$ cat src/itrd_pkg.sv
package itrd_pkg;

  // Data widths fixed by the item fields and configuration registers.
  localparam int unsigned NUMBER_W   = 32;
  localparam int unsigned CHAR_W     = 8;
  localparam int unsigned CFG_DATA_W = 64;
  localparam int unsigned CFG_IDX_W  = 2;
  localparam int unsigned LEN_W      = 5;

  // Alphabet and digit limits.
  localparam int unsigned MIN_BASE    = 2;
  localparam int unsigned MAX_BASE    = 16;
  localparam int unsigned ALPHA_SLOTS = 16;
  localparam int unsigned DIGIT_W     = 4;
  localparam int unsigned MAX_DIGITS  = 32;
  localparam int unsigned STACK_IDX_W = $clog2(MAX_DIGITS);
  localparam int unsigned COUNT_W     = $clog2(MAX_DIGITS + 1);

  // Iterative divider: quotient bits resolved per cycle and cycles per digit.
  localparam int unsigned BITS_PER_CYCLE = 4;
  localparam int unsigned DIV_CYCLES     = NUMBER_W / BITS_PER_CYCLE;
  localparam int unsigned STEP_W         = $clog2(DIV_CYCLES);

  // Depth of the queue between the front and back parts.
  localparam int unsigned QUEUE_DEPTH = 2;

  // Character codes.
  localparam logic [CHAR_W-1:0] CH_MINUS = 8'h2D;
  localparam logic [CHAR_W-1:0] CH_PLUS  = 8'h2B;

  // Configuration register indexes.
  localparam logic [CFG_IDX_W-1:0] REG_BASE_LENGTH = 2'd0;
  localparam logic [CFG_IDX_W-1:0] REG_DIGITS_LOW  = 2'd1;
  localparam logic [CFG_IDX_W-1:0] REG_DIGITS_HIGH = 2'd2;

  // Configured alphabet.
  typedef struct packed {
    logic [LEN_W-1:0]      base_length;
    logic [CFG_DATA_W-1:0] digits_high;
    logic [CFG_DATA_W-1:0] digits_low;
  } cfg_t;

  // A classified item as it travels from the front to the back part.
  typedef struct packed {
    logic                neg;
    logic                bad;
    logic [NUMBER_W-1:0] magnitude;
  } job_t;

  // Alphabet character at a given digit index.
  function automatic logic [CHAR_W-1:0] alpha_char(cfg_t cfg, logic [DIGIT_W-1:0] idx);
    logic [2*CFG_DATA_W-1:0] digits;
    digits = {cfg.digits_high, cfg.digits_low};
    return digits[{idx, 3'b000} +: CHAR_W];
  endfunction

endpackage

$ cat src/itrd_stream_if.sv
// Input channel: one signed number per item.
interface itrd_in_if;
  logic               valid;
  logic               ready;
  logic signed [31:0] number;

  modport source (output valid, output number, input ready);
  modport sink (input valid, input number, output ready);
endinterface

// Output channel: one character per item.
interface itrd_out_if;
  logic       valid;
  logic       ready;
  logic [7:0] character;
  logic       last;
  logic       base_bad;

  modport source (output valid, output character, output last, output base_bad, input ready);
  modport sink (input valid, input character, input last, input base_bad, output ready);
endinterface

$ cat src/itrd_front.sv
module itrd_front (
  input  logic            clk_i,
  input  logic            rst_ni,
  input  itrd_pkg::cfg_t  cfg_i,
  itrd_in_if.sink         num_i,
  output logic            job_valid_o,
  output itrd_pkg::job_t  job_o,
  input  logic            job_ready_i
);
  import itrd_pkg::*;

  logic                stg_valid_q, stg_valid_d;
  job_t                stg_q;
  logic                accept;
  logic                alpha_bad;
  logic [NUMBER_W-1:0] raw;

  // Alphabet check: length bounds, sign characters and repeats.
  always_comb begin
    alpha_bad = (cfg_i.base_length < LEN_W'(MIN_BASE)) ||
                (cfg_i.base_length > LEN_W'(MAX_BASE));
    for (int i = 0; i < ALPHA_SLOTS; i++) begin
      if (LEN_W'(i) < cfg_i.base_length) begin
        if ((alpha_char(cfg_i, DIGIT_W'(i)) == CH_MINUS) ||
            (alpha_char(cfg_i, DIGIT_W'(i)) == CH_PLUS)) begin
          alpha_bad = 1'b1;
        end
        for (int j = i + 1; j < ALPHA_SLOTS; j++) begin
          if ((LEN_W'(j) < cfg_i.base_length) &&
              (alpha_char(cfg_i, DIGIT_W'(i)) == alpha_char(cfg_i, DIGIT_W'(j)))) begin
            alpha_bad = 1'b1;
          end
        end
      end
    end
  end

  // Single holding stage in front of the queue.
  assign num_i.ready = !stg_valid_q || job_ready_i;
  assign accept      = num_i.valid && num_i.ready;
  assign raw         = unsigned'(num_i.number);

  always_comb begin
    stg_valid_d = stg_valid_q;
    if (accept) begin
      stg_valid_d = 1'b1;
    end else if (job_ready_i) begin
      stg_valid_d = 1'b0;
    end
  end

  always_ff @(posedge clk_i or negedge rst_ni) begin
    if (!rst_ni) begin
      stg_valid_q <= 1'b0;
    end else begin
      stg_valid_q <= stg_valid_d;
    end
  end

  // Sign, unsigned magnitude and alphabet verdict are captured per item.
  always_ff @(posedge clk_i) begin
    if (accept) begin
      stg_q.neg       <= raw[NUMBER_W-1];
      stg_q.bad       <= alpha_bad;
      stg_q.magnitude <= raw[NUMBER_W-1] ? (NUMBER_W'(0) - raw) : raw;
    end
  end

  assign job_valid_o = stg_valid_q;
  assign job_o       = stg_q;

endmodule

$ cat src/itrd_fifo.sv
module itrd_fifo (
  input  logic            clk_i,
  input  logic            rst_ni,
  input  logic            push_valid_i,
  input  itrd_pkg::job_t  push_data_i,
  output logic            push_ready_o,
  output logic            pop_valid_o,
  output itrd_pkg::job_t  pop_data_o,
  input  logic            pop_ready_i
);
  import itrd_pkg::*;

  localparam int unsigned PTR_W = $clog2(QUEUE_DEPTH);
  localparam int unsigned CNT_W = $clog2(QUEUE_DEPTH + 1);

  job_t             mem_q [QUEUE_DEPTH];
  logic [PTR_W-1:0] wr_ptr_q, wr_ptr_d;
  logic [PTR_W-1:0] rd_ptr_q, rd_ptr_d;
  logic [CNT_W-1:0] cnt_q, cnt_d;
  logic             push, pop;

  assign push_ready_o = (cnt_q != CNT_W'(QUEUE_DEPTH));
  assign pop_valid_o  = (cnt_q != '0);
  assign push         = push_valid_i && push_ready_o;
  assign pop          = pop_valid_o && pop_ready_i;
  assign pop_data_o   = mem_q[rd_ptr_q];

  // Pointer and fill-level bookkeeping.
  always_comb begin
    wr_ptr_d = wr_ptr_q;
    rd_ptr_d = rd_ptr_q;
    cnt_d    = cnt_q;
    if (push) begin
      wr_ptr_d = (wr_ptr_q == PTR_W'(QUEUE_DEPTH - 1)) ? '0 : wr_ptr_q + 1'b1;
    end
    if (pop) begin
      rd_ptr_d = (rd_ptr_q == PTR_W'(QUEUE_DEPTH - 1)) ? '0 : rd_ptr_q + 1'b1;
    end
    if (push && !pop) begin
      cnt_d = cnt_q + 1'b1;
    end else if (pop && !push) begin
      cnt_d = cnt_q - 1'b1;
    end
  end

  always_ff @(posedge clk_i or negedge rst_ni) begin
    if (!rst_ni) begin
      wr_ptr_q <= '0;
      rd_ptr_q <= '0;
      cnt_q    <= '0;
    end else begin
      wr_ptr_q <= wr_ptr_d;
      rd_ptr_q <= rd_ptr_d;
      cnt_q    <= cnt_d;
    end
  end

  // Entry storage.
  always_ff @(posedge clk_i) begin
    if (push) begin
      mem_q[wr_ptr_q] <= push_data_i;
    end
  end

endmodule

$ cat src/itrd_back.sv
module itrd_back (
  input  logic            clk_i,
  input  logic            rst_ni,
  input  itrd_pkg::cfg_t  cfg_i,
  input  logic            job_valid_i,
  input  itrd_pkg::job_t  job_i,
  output logic            job_ready_o,
  itrd_out_if.source      chr_o
);
  import itrd_pkg::*;

  localparam logic [1:0] ST_IDLE = 2'd0;
  localparam logic [1:0] ST_DIV  = 2'd1;
  localparam logic [1:0] ST_SIGN = 2'd2;
  localparam logic [1:0] ST_EMIT = 2'd3;

  logic [1:0]          state_q, state_d;
  logic                neg_q, neg_d;
  logic [NUMBER_W-1:0] quo_q, quo_d;
  logic [DIGIT_W-1:0]  rem_q, rem_d;
  logic [STEP_W-1:0]   step_q, step_d;
  logic [COUNT_W-1:0]  cnt_q, cnt_d;
  logic [DIGIT_W-1:0]  stack_q [MAX_DIGITS];
  logic                push_digit;

  logic                ovalid_q, ovalid_d;
  logic [CHAR_W-1:0]   ochar_q, ochar_d;
  logic                olast_q, olast_d;
  logic                obad_q, obad_d;
  logic                load_out;

  logic                slot_free;
  logic [LEN_W-1:0]    r;
  logic [NUMBER_W-1:0] qq;
  logic [COUNT_W-1:0]  idx;

  // The output register may be refilled when empty or taken this cycle.
  assign slot_free   = !ovalid_q || chr_o.ready;
  assign job_ready_o = (state_q == ST_IDLE) && slot_free;
  assign idx         = cnt_q - 1'b1;

  // Restoring division step: a few quotient bits per cycle.
  always_comb begin
    r  = {1'b0, rem_q};
    qq = quo_q;
    for (int k = 0; k < BITS_PER_CYCLE; k++) begin
      r  = {r[LEN_W-2:0], qq[NUMBER_W-1]};
      qq = {qq[NUMBER_W-2:0], 1'b0};
      if (r >= cfg_i.base_length) begin
        r     = r - cfg_i.base_length;
        qq[0] = 1'b1;
      end
    end
  end

  // Sequencer: divide out digits, then send sign and digits most significant first (bad alphabet: at most the '-').
  always_comb begin
    state_d    = state_q;
    neg_d      = neg_q;
    quo_d      = quo_q;
    rem_d      = rem_q;
    step_d     = step_q;
    cnt_d      = cnt_q;
    push_digit = 1'b0;
    load_out   = 1'b0;
    ochar_d    = ochar_q;
    olast_d    = olast_q;
    obad_d     = obad_q;
    unique case (state_q)
      ST_IDLE: begin
        if (job_valid_i && slot_free) begin
          neg_d  = job_i.neg;
          quo_d  = job_i.magnitude;
          rem_d  = '0;
          step_d = '0;
          cnt_d  = '0;
          if (job_i.bad) begin
            if (job_i.neg) begin
              load_out = 1'b1;
              ochar_d  = CH_MINUS;
              olast_d  = 1'b1;
              obad_d   = 1'b1;
            end
          end else begin
            state_d = ST_DIV;
          end
        end
      end
      ST_DIV: begin
        quo_d  = qq;
        rem_d  = r[DIGIT_W-1:0];
        step_d = step_q + 1'b1;
        if (step_q == STEP_W'(DIV_CYCLES - 1)) begin
          push_digit = 1'b1;
          cnt_d      = cnt_q + 1'b1;
          rem_d      = '0;
          if ((qq == '0) || (cnt_q == COUNT_W'(MAX_DIGITS - 1))) begin
            state_d = neg_q ? ST_SIGN : ST_EMIT;
          end
        end
      end
      ST_SIGN: begin
        if (slot_free) begin
          load_out = 1'b1;
          ochar_d  = CH_MINUS;
          olast_d  = 1'b0;
          obad_d   = 1'b0;
          state_d  = ST_EMIT;
        end
      end
      ST_EMIT: begin
        if (slot_free) begin
          load_out = 1'b1;
          ochar_d  = alpha_char(cfg_i, stack_q[idx[STACK_IDX_W-1:0]]);
          olast_d  = (idx == '0);
          obad_d   = 1'b0;
          cnt_d    = idx;
          if (idx == '0) begin
            state_d = ST_IDLE;
          end
        end
      end
      default: begin
        state_d = ST_IDLE;
      end
    endcase
  end

  // Output register valid flag.
  always_comb begin
    ovalid_d = ovalid_q;
    if (load_out) begin
      ovalid_d = 1'b1;
    end else if (chr_o.ready) begin
      ovalid_d = 1'b0;
    end
  end

  always_ff @(posedge clk_i or negedge rst_ni) begin
    if (!rst_ni) begin
      state_q  <= ST_IDLE;
      step_q   <= '0;
      cnt_q    <= '0;
      ovalid_q <= 1'b0;
    end else begin
      state_q  <= state_d;
      step_q   <= step_d;
      cnt_q    <= cnt_d;
      ovalid_q <= ovalid_d;
    end
  end

  // Datapath registers and the digit stack.
  always_ff @(posedge clk_i) begin
    neg_q   <= neg_d;
    quo_q   <= quo_d;
    rem_q   <= rem_d;
    ochar_q <= ochar_d;
    olast_q <= olast_d;
    obad_q  <= obad_d;
    if (push_digit) begin
      stack_q[cnt_q[STACK_IDX_W-1:0]] <= r[DIGIT_W-1:0];
    end
  end

  assign chr_o.valid     = ovalid_q;
  assign chr_o.character = ochar_q;
  assign chr_o.last      = olast_q;
  assign chr_o.base_bad  = obad_q;

endmodule

$ cat src/integer_to_radix_digits_core.sv
// Converts each signed 32-bit number into its text in the configured base, one
// character per output item, most significant digit first, with a leading '-'
// for negative numbers; last marks the final character of a number. With a bad
// alphabet only the '-' of a negative number appears, flagged by base_bad, and a
// non-negative number produces nothing. Digits come from a shared restoring
// divider that resolves four quotient bits per cycle, and a two-entry queue
// lets the next number be accepted meanwhile. Write the alphabet only while
// no number is in flight.
module integer_to_radix_digits_core (
  input  logic                                   clk_i,
  input  logic                                   rst_ni,
  input  logic                                   cfg_we_i,
  input  logic [itrd_pkg::CFG_IDX_W-1:0]         cfg_idx_i,
  input  logic [itrd_pkg::CFG_DATA_W-1:0]        cfg_data_i,
  itrd_in_if.sink                                num_i,
  itrd_out_if.source                             chr_o
);
  import itrd_pkg::*;

  cfg_t cfg_q;
  logic fr_valid, fr_ready;
  job_t fr_job;
  logic bk_valid, bk_ready;
  job_t bk_job;

  // Configuration registers.
  always_ff @(posedge clk_i or negedge rst_ni) begin
    if (!rst_ni) begin
      cfg_q <= '0;
    end else if (cfg_we_i) begin
      unique case (cfg_idx_i)
        REG_BASE_LENGTH: cfg_q.base_length <= cfg_data_i[LEN_W-1:0];
        REG_DIGITS_LOW:  cfg_q.digits_low  <= cfg_data_i;
        REG_DIGITS_HIGH: cfg_q.digits_high <= cfg_data_i;
        default: begin
        end
      endcase
    end
  end

  itrd_front u_front (
    .clk_i       (clk_i),
    .rst_ni      (rst_ni),
    .cfg_i       (cfg_q),
    .num_i       (num_i),
    .job_valid_o (fr_valid),
    .job_o       (fr_job),
    .job_ready_i (fr_ready)
  );

  itrd_fifo u_fifo (
    .clk_i        (clk_i),
    .rst_ni       (rst_ni),
    .push_valid_i (fr_valid),
    .push_data_i  (fr_job),
    .push_ready_o (fr_ready),
    .pop_valid_o  (bk_valid),
    .pop_data_o   (bk_job),
    .pop_ready_i  (bk_ready)
  );

  itrd_back u_back (
    .clk_i       (clk_i),
    .rst_ni      (rst_ni),
    .cfg_i       (cfg_q),
    .job_valid_i (bk_valid),
    .job_i       (bk_job),
    .job_ready_o (bk_ready),
    .chr_o       (chr_o)
  );

endmodule

$ cat src/flat_wrapper.sv
// flat-port wrapper written by rule: the top's interface ports become plain ports
module integer_to_radix_digits_core_flat import itrd_pkg::*;
  (clk_i, rst_ni, cfg_we_i, cfg_idx_i, cfg_data_i, num_i_valid, num_i_number, num_i_ready, chr_o_valid, chr_o_character, chr_o_last, chr_o_base_bad, chr_o_ready);
  itrd_in_if num_i_i ();
  itrd_out_if chr_o_i ();
  input  logic clk_i;
  input  logic rst_ni;
  input  logic cfg_we_i;
  input  logic [itrd_pkg::CFG_IDX_W-1:0] cfg_idx_i;
  input  logic [itrd_pkg::CFG_DATA_W-1:0] cfg_data_i;
  input wire logic [$bits(num_i_i.valid)-1:0] num_i_valid;
  input wire logic [$bits(num_i_i.number)-1:0] num_i_number;
  output wire logic [$bits(num_i_i.ready)-1:0] num_i_ready;
  output wire logic [$bits(chr_o_i.valid)-1:0] chr_o_valid;
  output wire logic [$bits(chr_o_i.character)-1:0] chr_o_character;
  output wire logic [$bits(chr_o_i.last)-1:0] chr_o_last;
  output wire logic [$bits(chr_o_i.base_bad)-1:0] chr_o_base_bad;
  input wire logic [$bits(chr_o_i.ready)-1:0] chr_o_ready;
  assign num_i_i.valid = num_i_valid;
  assign num_i_i.number = num_i_number;
  assign num_i_ready = num_i_i.ready;
  assign chr_o_valid = chr_o_i.valid;
  assign chr_o_character = chr_o_i.character;
  assign chr_o_last = chr_o_i.last;
  assign chr_o_base_bad = chr_o_i.base_bad;
  assign chr_o_i.ready = chr_o_ready;
  integer_to_radix_digits_core u_core (.clk_i(clk_i), .rst_ni(rst_ni), .cfg_we_i(cfg_we_i), .cfg_idx_i(cfg_idx_i), .cfg_data_i(cfg_data_i), .num_i(num_i_i), .chr_o(chr_o_i));
endmodule
$ cat config.mk
export PLATFORM = sky130hd
export DESIGN_NAME = integer_to_radix_digits_core_flat
export DESIGN_NICKNAME = d
export VERILOG_FILES = /design/src/itrd_pkg.sv /design/src/itrd_stream_if.sv /design/src/itrd_front.sv /design/src/itrd_fifo.sv /design/src/itrd_back.sv /design/src/integer_to_radix_digits_core.sv /design/src/flat_wrapper.sv
export SDC_FILE = /design/constraint.sdc
export NUM_CORES = 1
export LEC_CHECK = 0
export ABC_CLOCK_PERIOD_IN_PS = 7180
export BUFFER_PORTS_ARGS = -buffer_cell sky130_fd_sc_hd__buf_2
export CAP_MARGIN = 10
export CELL_PAD_IN_SITES_DETAIL_PLACEMENT = 1
export CELL_PAD_IN_SITES_GLOBAL_PLACEMENT = 1
export CORE_UTILIZATION = 47
export CTS_CLUSTER_DIAMETER = 80
export DETAILED_ROUTE_END_ITERATION = 10
export GPL_ROUTABILITY_DRIVEN = 0
export PLACE_DENSITY = 0.78
export SYNTH_ARGS = -nofsm -noshare
export SYNTH_HDL_FRONTEND = slang
export SYNTH_HIERARCHICAL = 1
export SYNTH_SLANG_ARGS = --single-unit
$ cat constraint.sdc
create_clock -name clk_i -period 7.18 [get_ports clk_i]
set_input_delay 0.359 -clock clk_i [delete_from_list [all_inputs] [get_ports clk_i]]
set_output_delay 0.359 -clock clk_i [all_outputs]
set_load 0.1 [all_outputs]
==> metrics, run 1 <==
status=finished clean; Finish-stage setup viols=0; critical path's top delay family=compound AO/OA/AOI/OAI gates; worst path bufs/invs=2; CP endpoint kind=register; GRT met3 Usage=14.39%; grt ovf=0; die area=0.07101 mm^2; Clock power frac=12.1%; first-pass GRT wire length=~200 mm; most frequent CP cell=a21o_1; Final min period=6876 ps; CP Class=register to register; internal power=~11 mW; vias per cell=6.868; switching power total=9.987 mW; mean post-synth cell area=around 11 um^2; Rel. slew slack=10.17%; pre-CTS setup slack=-193.9 ps; core area=between 0.06 and 0.07 mm^2; DRT Pass-1 Iters=6; met2 Track Usage GR=56.07%; Rows=96; Clock Skew=50.27 ps; Worst-Margin Slew=1347 ps; die height=266.5 um; CTS Buf Count=47; number of max-cap violations=0; detailed placement HPWL=82.88 mm; Mapped Area=approximately 0.033 mm^2; CTS Root Cell=clkbuf_16; largest net degree at the start of global routing=77; grt peak-use layer=met2; maximum clock path buffer count=3; sequential share of the synthesized area=a little under two fifths; post-route ant nets=0; P&R area growth vs syn=10.45%; async set or reset register ratio after synthesis=35.13%; maximum clock rate=145.4 MHz; Yosys reg bits=between 400 and 500; peak supply drop=1.066 mV; power per cell area=571.1 mW/mm^2; power consumption=~21 mW; Tcrit/Tclk final=between 90% and 100%; distinct cell type count after synthesis=85; layout cells sized above 1=20.38%; GR Util met1=a little under half; Slew Limit Fails=0; hold_ws=between 10 and 15 ps; Syn Nets=3193; final net count=roughly 3.2k; Ys Warns=6; CTS tree=built; ys flop type=edfxtp_1; Post-synth EDFFs=277; Hold Path Class=primary input to register; Total GRT Usage=37.48%; vias in the first global route=28.86k; Post-Syn Instances=3050; final hold vios=0; Sink Count=427; DR WL/cell=33.33 um; DRC=0; clk slew on worst S/H paths=60 ps; worst-path fanout max=33; H-Tree Depth=2; initial drt markers=4259; setup slack after layout=303.7 ps; Worst setup SP type=register; Starting Density=47.68%; I/O Buffers=114; io pins=approximately 120; Comb power frac=60.9%; slowest stage delay, CP=470 ps; Critical Path RT=7520 ps; Flop pwr share=27.0%; Switching Share=48.16%; Slowest cell on crit path=mux2_4; die width=around 270 um; via count=27.93k; initial antenna violation count=7; arrival time at the worst endpoint=7220 ps; clock latency on the worst-skew pair=about 650 ps; final wirelength=135.5 mm; Leak Pwr=between 10 and 15 nW; Fillers=roughly 7.4k
## power groups by stage
stage	registers, mW	clock network, mW	logic [mW]
floorplan	5.49	0	8.18
global placement	5.47	0	10.8
detailed placement	5.44	0	11.4
CTS	5.56	2.52	12.0
global route	5.63	2.61	13.1
finish	5.59	2.51	12.6
## cell usage after synthesis, types with 8 or more instances
cell,instances,area share [%]
clkbuf_1,111,1.3
nor3_1,70,1.1
nand3_1,131,2.0
nor2_1,54,0.62
a31oi_1,40,0.76
nand2_1,41,0.47
edfxtp_1,277,25
mux2_2,67,2.3
mux2_4,149,6.8
a41oi_1,8,0.21
nor4_1,114,2.2
nand4_1,163,3.1
inv_1,36,0.41
a21oi_1,27,0.41
a21o_1,18,0.41
buf_4,14,0.32
buf_6,20,0.69
mux4_2,28,1.9
o31ai_1,11,0.25
mux2i_1,32,0.97
buf_2,160,2.4
xor2_1,328,8.7
nor3b_1,18,0.41
nand4b_1,11,0.29
xnor2_1,689,18
buf_1,29,0.33
dfrtp_1,150,11
o21ai_0,69,1.1
ha_1,36,1.4
or3_1,9,0.17
nand2b_1,12,0.23
## cells by family after synthesis
logic type | after synthesis | synth area share (%)
AOI/OAI and AO/OA | 244 | 5.142
xor gates and xnor gates | 1020 | 27.28
adders and majority gates | 40 | 1.614
buffers and inverters | 374 | 5.678
DFF | 427 | 36.72
muxes | 276 | 11.99
and+or+nand+nor | 669 | 11.58
## stage by stage
| stage | utilization [%] | TNS (ps) | cell area [um^2] | std cells |
|---|---|---|---|---|
| final | 52.67 | 0 | 36310 | 4066 |
| after CTS | 52.56 | 0 | 36240 | 4054 |
| after detailed placement | 49.57 | -9225 | 34180 | 3920 |
| after global routing | 52.64 | -6.239 | 36290 | 4058 |
| after floorplan | - | 0 | 32900 | 3050 |
| after global placement | 49.57 | 0 | 34180 | 3920 |
## sequential cells by signal, indices dropped and copies added (netlist names), 2 cells and up
| signal | count |
|---|---|
| u_core/cfg_q | 133 |
| u_core/u_back/chr_o.character | 8 |
| u_core/u_back/cnt_q | 6 |
| u_core/u_back/quo_q | 32 |
| u_core/u_back/rem_q | 4 |
| u_core/u_back/stack_q | 128 |
| u_core/u_back/state_q | 2 |
| u_core/u_back/step_q | 3 |
| u_core/u_fifo/cnt_q | 2 |
| u_core/u_fifo/mem_q | 68 |
| u_core/u_front/job_o | 34 |
## routing by layer
metal	wire length, um	vias to the layer above
met1	49800	13880
met3	18060	812
met2	57840	2347
li1	-	10880
met4	9663	12
met5	161	-
## final cells by class
class	count	area (um^2)	area share [%]
Multi-Input combinational cell	2250	19070	52.51
Sequential cell	427	12070	33.25
Timing Repair Buffer	327	2297	6.326
Clock buffer	62	1295	3.566
Tap cell	931	1165	3.208
Clock inverter	24	257.7	0.7098
Inverter	36	135.1	0.3721
Antenna cell	9	22.52	0.06202
## worst paths after layout
path / startpoint / endpoint / slack [ps] / depth (start not counted)
worst max-delay path: u_core/cfg_q[128] / u_core/u_back/rem_q[1] / 300 / 28
worst min-delay path: cfg_data_i[48] / u_core/cfg_q[112] / 10 / 2
worst max register to register: u_core/cfg_q[128] / u_core/u_back/rem_q[1] / 300 / 28
worst min register to register: u_core/u_front/job_o[7] / u_core/u_fifo/mem_q[1][7] / 450 / 0
max in group asynchronous: rst_ni / u_core/cfg_q[11] / 5160 / 3
min in group asynchronous: rst_ni / u_core/cfg_q[60] / 390 / 2
## placed cells by master, fill, tap and decap left out, types with 6 or more instances in the layout
master           n
nand4_1        163
clkinv_1         8
nor3b_1         18
o41ai_1          7
o31ai_1         11
buf_4          165
nand4b_1        11
nand2_1         40
a21oi_1         23
mux2_4         151
dlygate4sd3_1   47
a311oi_1         6
mux4_2          28
clkbuf_16       49
or3_1            9
clkbuf_1        11
or4_1            7
a31oi_1         38
a41oi_1          8
buf_2          113
nand3_1        131
diode_2          9
xnor2_1        689
nor2_1          53
nor4_1         113
a21o_1          18
inv_1           36
dfrtp_1        148
ha_1            35
nand2b_1        12
mux2i_1         30
o21ai_0         66
clkinv_2         7
nor3_1          69
and3_1           6
mux2_2          65
xor2_1         328
edfxtp_1       277
## timing repair
action                                  CTS  global route
endpoints found under the setup margin  131           133
hold buffers                             46             1
hold endpoints to repair                157             1
gates resized for setup                   5             8
pin swaps                                 0             2
gates cloned                              1             0
setup buffers                             1             1
Note: power is estimated with default switching activity, not from simulation.
==> run 2: changes to the inputs <==
--- a/config.mk
+++ b/config.mk
@@ -10,12 +10,11 @@
 export CAP_MARGIN = 10
 export CELL_PAD_IN_SITES_DETAIL_PLACEMENT = 1
 export CELL_PAD_IN_SITES_GLOBAL_PLACEMENT = 1
-export CORE_UTILIZATION = 47
+export CORE_UTILIZATION = 46
 export CTS_CLUSTER_DIAMETER = 80
 export DETAILED_ROUTE_END_ITERATION = 10
 export GPL_ROUTABILITY_DRIVEN = 0
-export PLACE_DENSITY = 0.78
+export PLACE_DENSITY = 0.77
 export SYNTH_ARGS = -nofsm -noshare
 export SYNTH_HDL_FRONTEND = slang
-export SYNTH_HIERARCHICAL = 1
 export SYNTH_SLANG_ARGS = --single-unit
==> run 2 against run 1 <==
Net effect:
- combinational power down 13%
- global-route usage down 3.4 points
- flip-flop and latch count unchanged
- sequential share of layout area up 0.93 points
- worst hold slack better by 15 ps
- cell count down 0.64%
- critical path type unchanged
==> metrics, run 2 <==
Syn Nets=around 3.2k; distinct cell type count after synthesis=69; setup slack after layout=336.9 ps; Worst-Margin Slew=approximately 1400 ps; vias in the first global route=27.83k; post-route ant nets=0; crit path capture=u_core.u_back.stack_q[25][0]; die width=263.6 um; CP Class=register to register; FF/Latch Area=0.01207 mm^2; top cell type's share of synthesized area=roughly a quarter; reg2reg path depth=31; ys flop type=edfxtp_1; DRT Pass-1 Iters=7; maximum clock rate=about 150 MHz; worst-path fanout max=32; Rel. slew slack=3.228%; most frequent cell after synthesis=xnor2_1; Hold Path Class=primary input to register; Critical Path RT=7490 ps; clock latency on the worst-skew pair=640 ps; detailed placement HPWL=78.26 mm; mean post-synth cell area=slightly above 10 um^2; Final min period=roughly 6800 ps; vias per cell=6.481; io pins=115; commonest cells after routing, fill and taps aside=xnor2_1 (766), edfxtp_1 (277), xor2_1 (248); TNS Setup=0 ps; CTS Buf Count=47; Leak Pwr=around 12 nW; Largest Register=u_core.cfg_q; max reg flops=133; Clock Skew=approximately 44 ps; status=finished clean; RR Endpoint=u_core.u_back.stack_q[25][0]; Total GRT Usage=34.05%; commonest cells in the synthesized netlist=xnor2_1 (766), edfxtp_1 (277), xor2_1 (248), clkbuf_1 (197), nand4_1 (193); Slew Limit Fails=0; first-pass GRT wire length=178.2 mm; grt ovf=0; CP endpoint kind=register; I/O Buffers=114; Fillers=7275; most frequent CP cell=a21o_1; Finish-stage setup viols=0; Ys Warns=0; Post-Syn Instances=approximately 3.1k; clk slew on worst S/H paths=60 ps; peak supply drop=1.514 mV; DR WL/cell=29.60 um; dpl cell area=0.03297 mm^2; Yosys reg bits=427; Worst setup SP type=register; Starting Density=46.71%; CTS tree=built; CTS Root Cell=clkbuf_16; Tcrit/Tclk final=between 90% and 100%; H-Tree Depth=2; initial antenna violation count=7; async set or reset register ratio after synthesis=35.13%; pre-CTS setup slack=-54.83 ps; Slowest cell on crit path=a21oi_4; Synth area leaders=edfxtp_1 (26%), xnor2_1 (21%), dfrtp_1 (12%); final net count=3271; slowest stage delay, CP=about 650 ps; Sink Count=427; arrival time at the worst endpoint=7150 ps; sequential share of the synthesized area=a little under two fifths; number of max-cap violations=0; cell taking the most area after synthesis=edfxtp_1; die area=between 0.06 and 0.07 mm^2; final hold vios=0; multi-input combinational cell area=0.01807 mm^2; final wirelength=119.6 mm; commonest non-fill, non-tap cell in the layout=xnor2_1; P&R area growth vs syn=12.23%; hold_ws=approximately 28 ps; largest net degree at the start of global routing=87; r2r setup slk=340 ps; die height=263.6 um; Mapped Area=roughly 0.031 mm^2; power per cell area=549.2 mW/mm^2; via count=26.18k; Rows=95; core area=0.06740 mm^2; Post-synth EDFFs=between 200 and 300; initial drt markers=about 3k; power consumption=19.40 mW; maximum clock path buffer count=3; layout cells sized above 1=17.12%; design area=between 0.03 and 0.04 mm^2; Worst Setup SP=u_core.u_back.quo_q[31]; DRC=0; Reg-to-Reg Start=u_core.u_back.quo_q[31]
-- run 2: changes by cell type in the layout (fill, tap and decap cells not counted), moves of 16 or more --
cell	before	now
mux2_4	151	0
nand3_1	131	33
nor3b_1	18	2
xor2_1	328	248
a21oi_1	23	58
buf_4	165	139
nor4_1	113	88
nand4_1	163	193
mux2i_1	30	47
nand2_1	40	192
xnor2_1	689	766
mux2_2	65	139
-- run 2: cell families (layout without fill, tap and decap cells) --
logic type / Yosys count / in the layout / synth area share, %
AO/OA/AOI/OAI: 284 / 284 / 5.616
XOR/XNOR: 1016 / 1016 / 28.32
adder cells (fa/ha/maj): 38 / 38 / 1.606
buffers and inverters: 370 / 443 / 4.472
flip-flops: 427 / 427 / 38.35
multiplexers: 224 / 224 / 9.106
other: 0 / 1 / 0
AND/OR/NAND/NOR: 734 / 734 / 12.54
-- run 2: final cells by class --
type / instances / area share, %
Sequential cell: 427 / 34.18
Clock buffer: 55 / 3.443
Multi-Input combinational cell: 2296 / 51.14
Clock inverter: 30 / 1.183
Tap cell: 873 / 3.092
Inverter: 40 / 0.4356
Antenna cell: 1 / 0.007083
Timing Repair Buffer: 318 / 6.520
-- run 2: per-layer routing --
metal / track usage, % / routed length [um]
met1: 41.37 / 45450
met2: 54.49 / 54570
met3: 8.568 / 11120
met4: 20.52 / 8372
met5: 0 / 79
-- run 2: where the power goes --
part | switching, mW | internal (mW)
sequential | 0.848 | 5.00
combinational | 7.00 | 3.97
clock | 1.08 | 1.51
-- run 2: worst max-delay path: cells and delay by family, from the launching register on --
kind            cells  cell delay (ps)
simple gates        5              890
compound gates     17             3250
fa+ha+maj           4             1220
mux                 1              400
flops               1              380
buf+inv             4              380
-- run 2: worst min-delay path by stage --
stage / start / end / slack, ps / cells past startpoint
after floorplan: rst_ni / u_core.cfg_q[0] / 60 / 0
after global placement: u_core.u_front.job_o[6] / u_core.u_fifo.mem_q[0][6] / 420 / 0
after detailed placement: u_core.u_front.job_o[9] / u_core.u_fifo.mem_q[0][9] / 430 / 0
after CTS: cfg_data_i[1] / u_core.cfg_q[65] / 10 / 2
after global routing: cfg_data_i[1] / u_core.cfg_q[65] / 20 / 2
final: cfg_data_i[1] / u_core.cfg_q[65] / 30 / 2
-- run 2: metrics by stage --
| stage | cells | utilization, % |
|---|---|---|
| finish | 4040 | 52.42 |
| floorplan | 3093 | - |
| CTS | 4034 | 52.25 |
| global route | 4040 | 52.42 |
| detailed placement | 3889 | 48.92 |
| global placement | 3889 | 48.92 |
-- run 2: timing repair --
action | 4_1_cts | 5_1_grt
hold buffers | 60 | 0
pin swaps | 0 | 1
hold endpoints to repair | 194 | 0
endpoints found under the setup margin | 32 | 135
buffers inserted | 0 | 3
gates resized for setup | 2 | 18
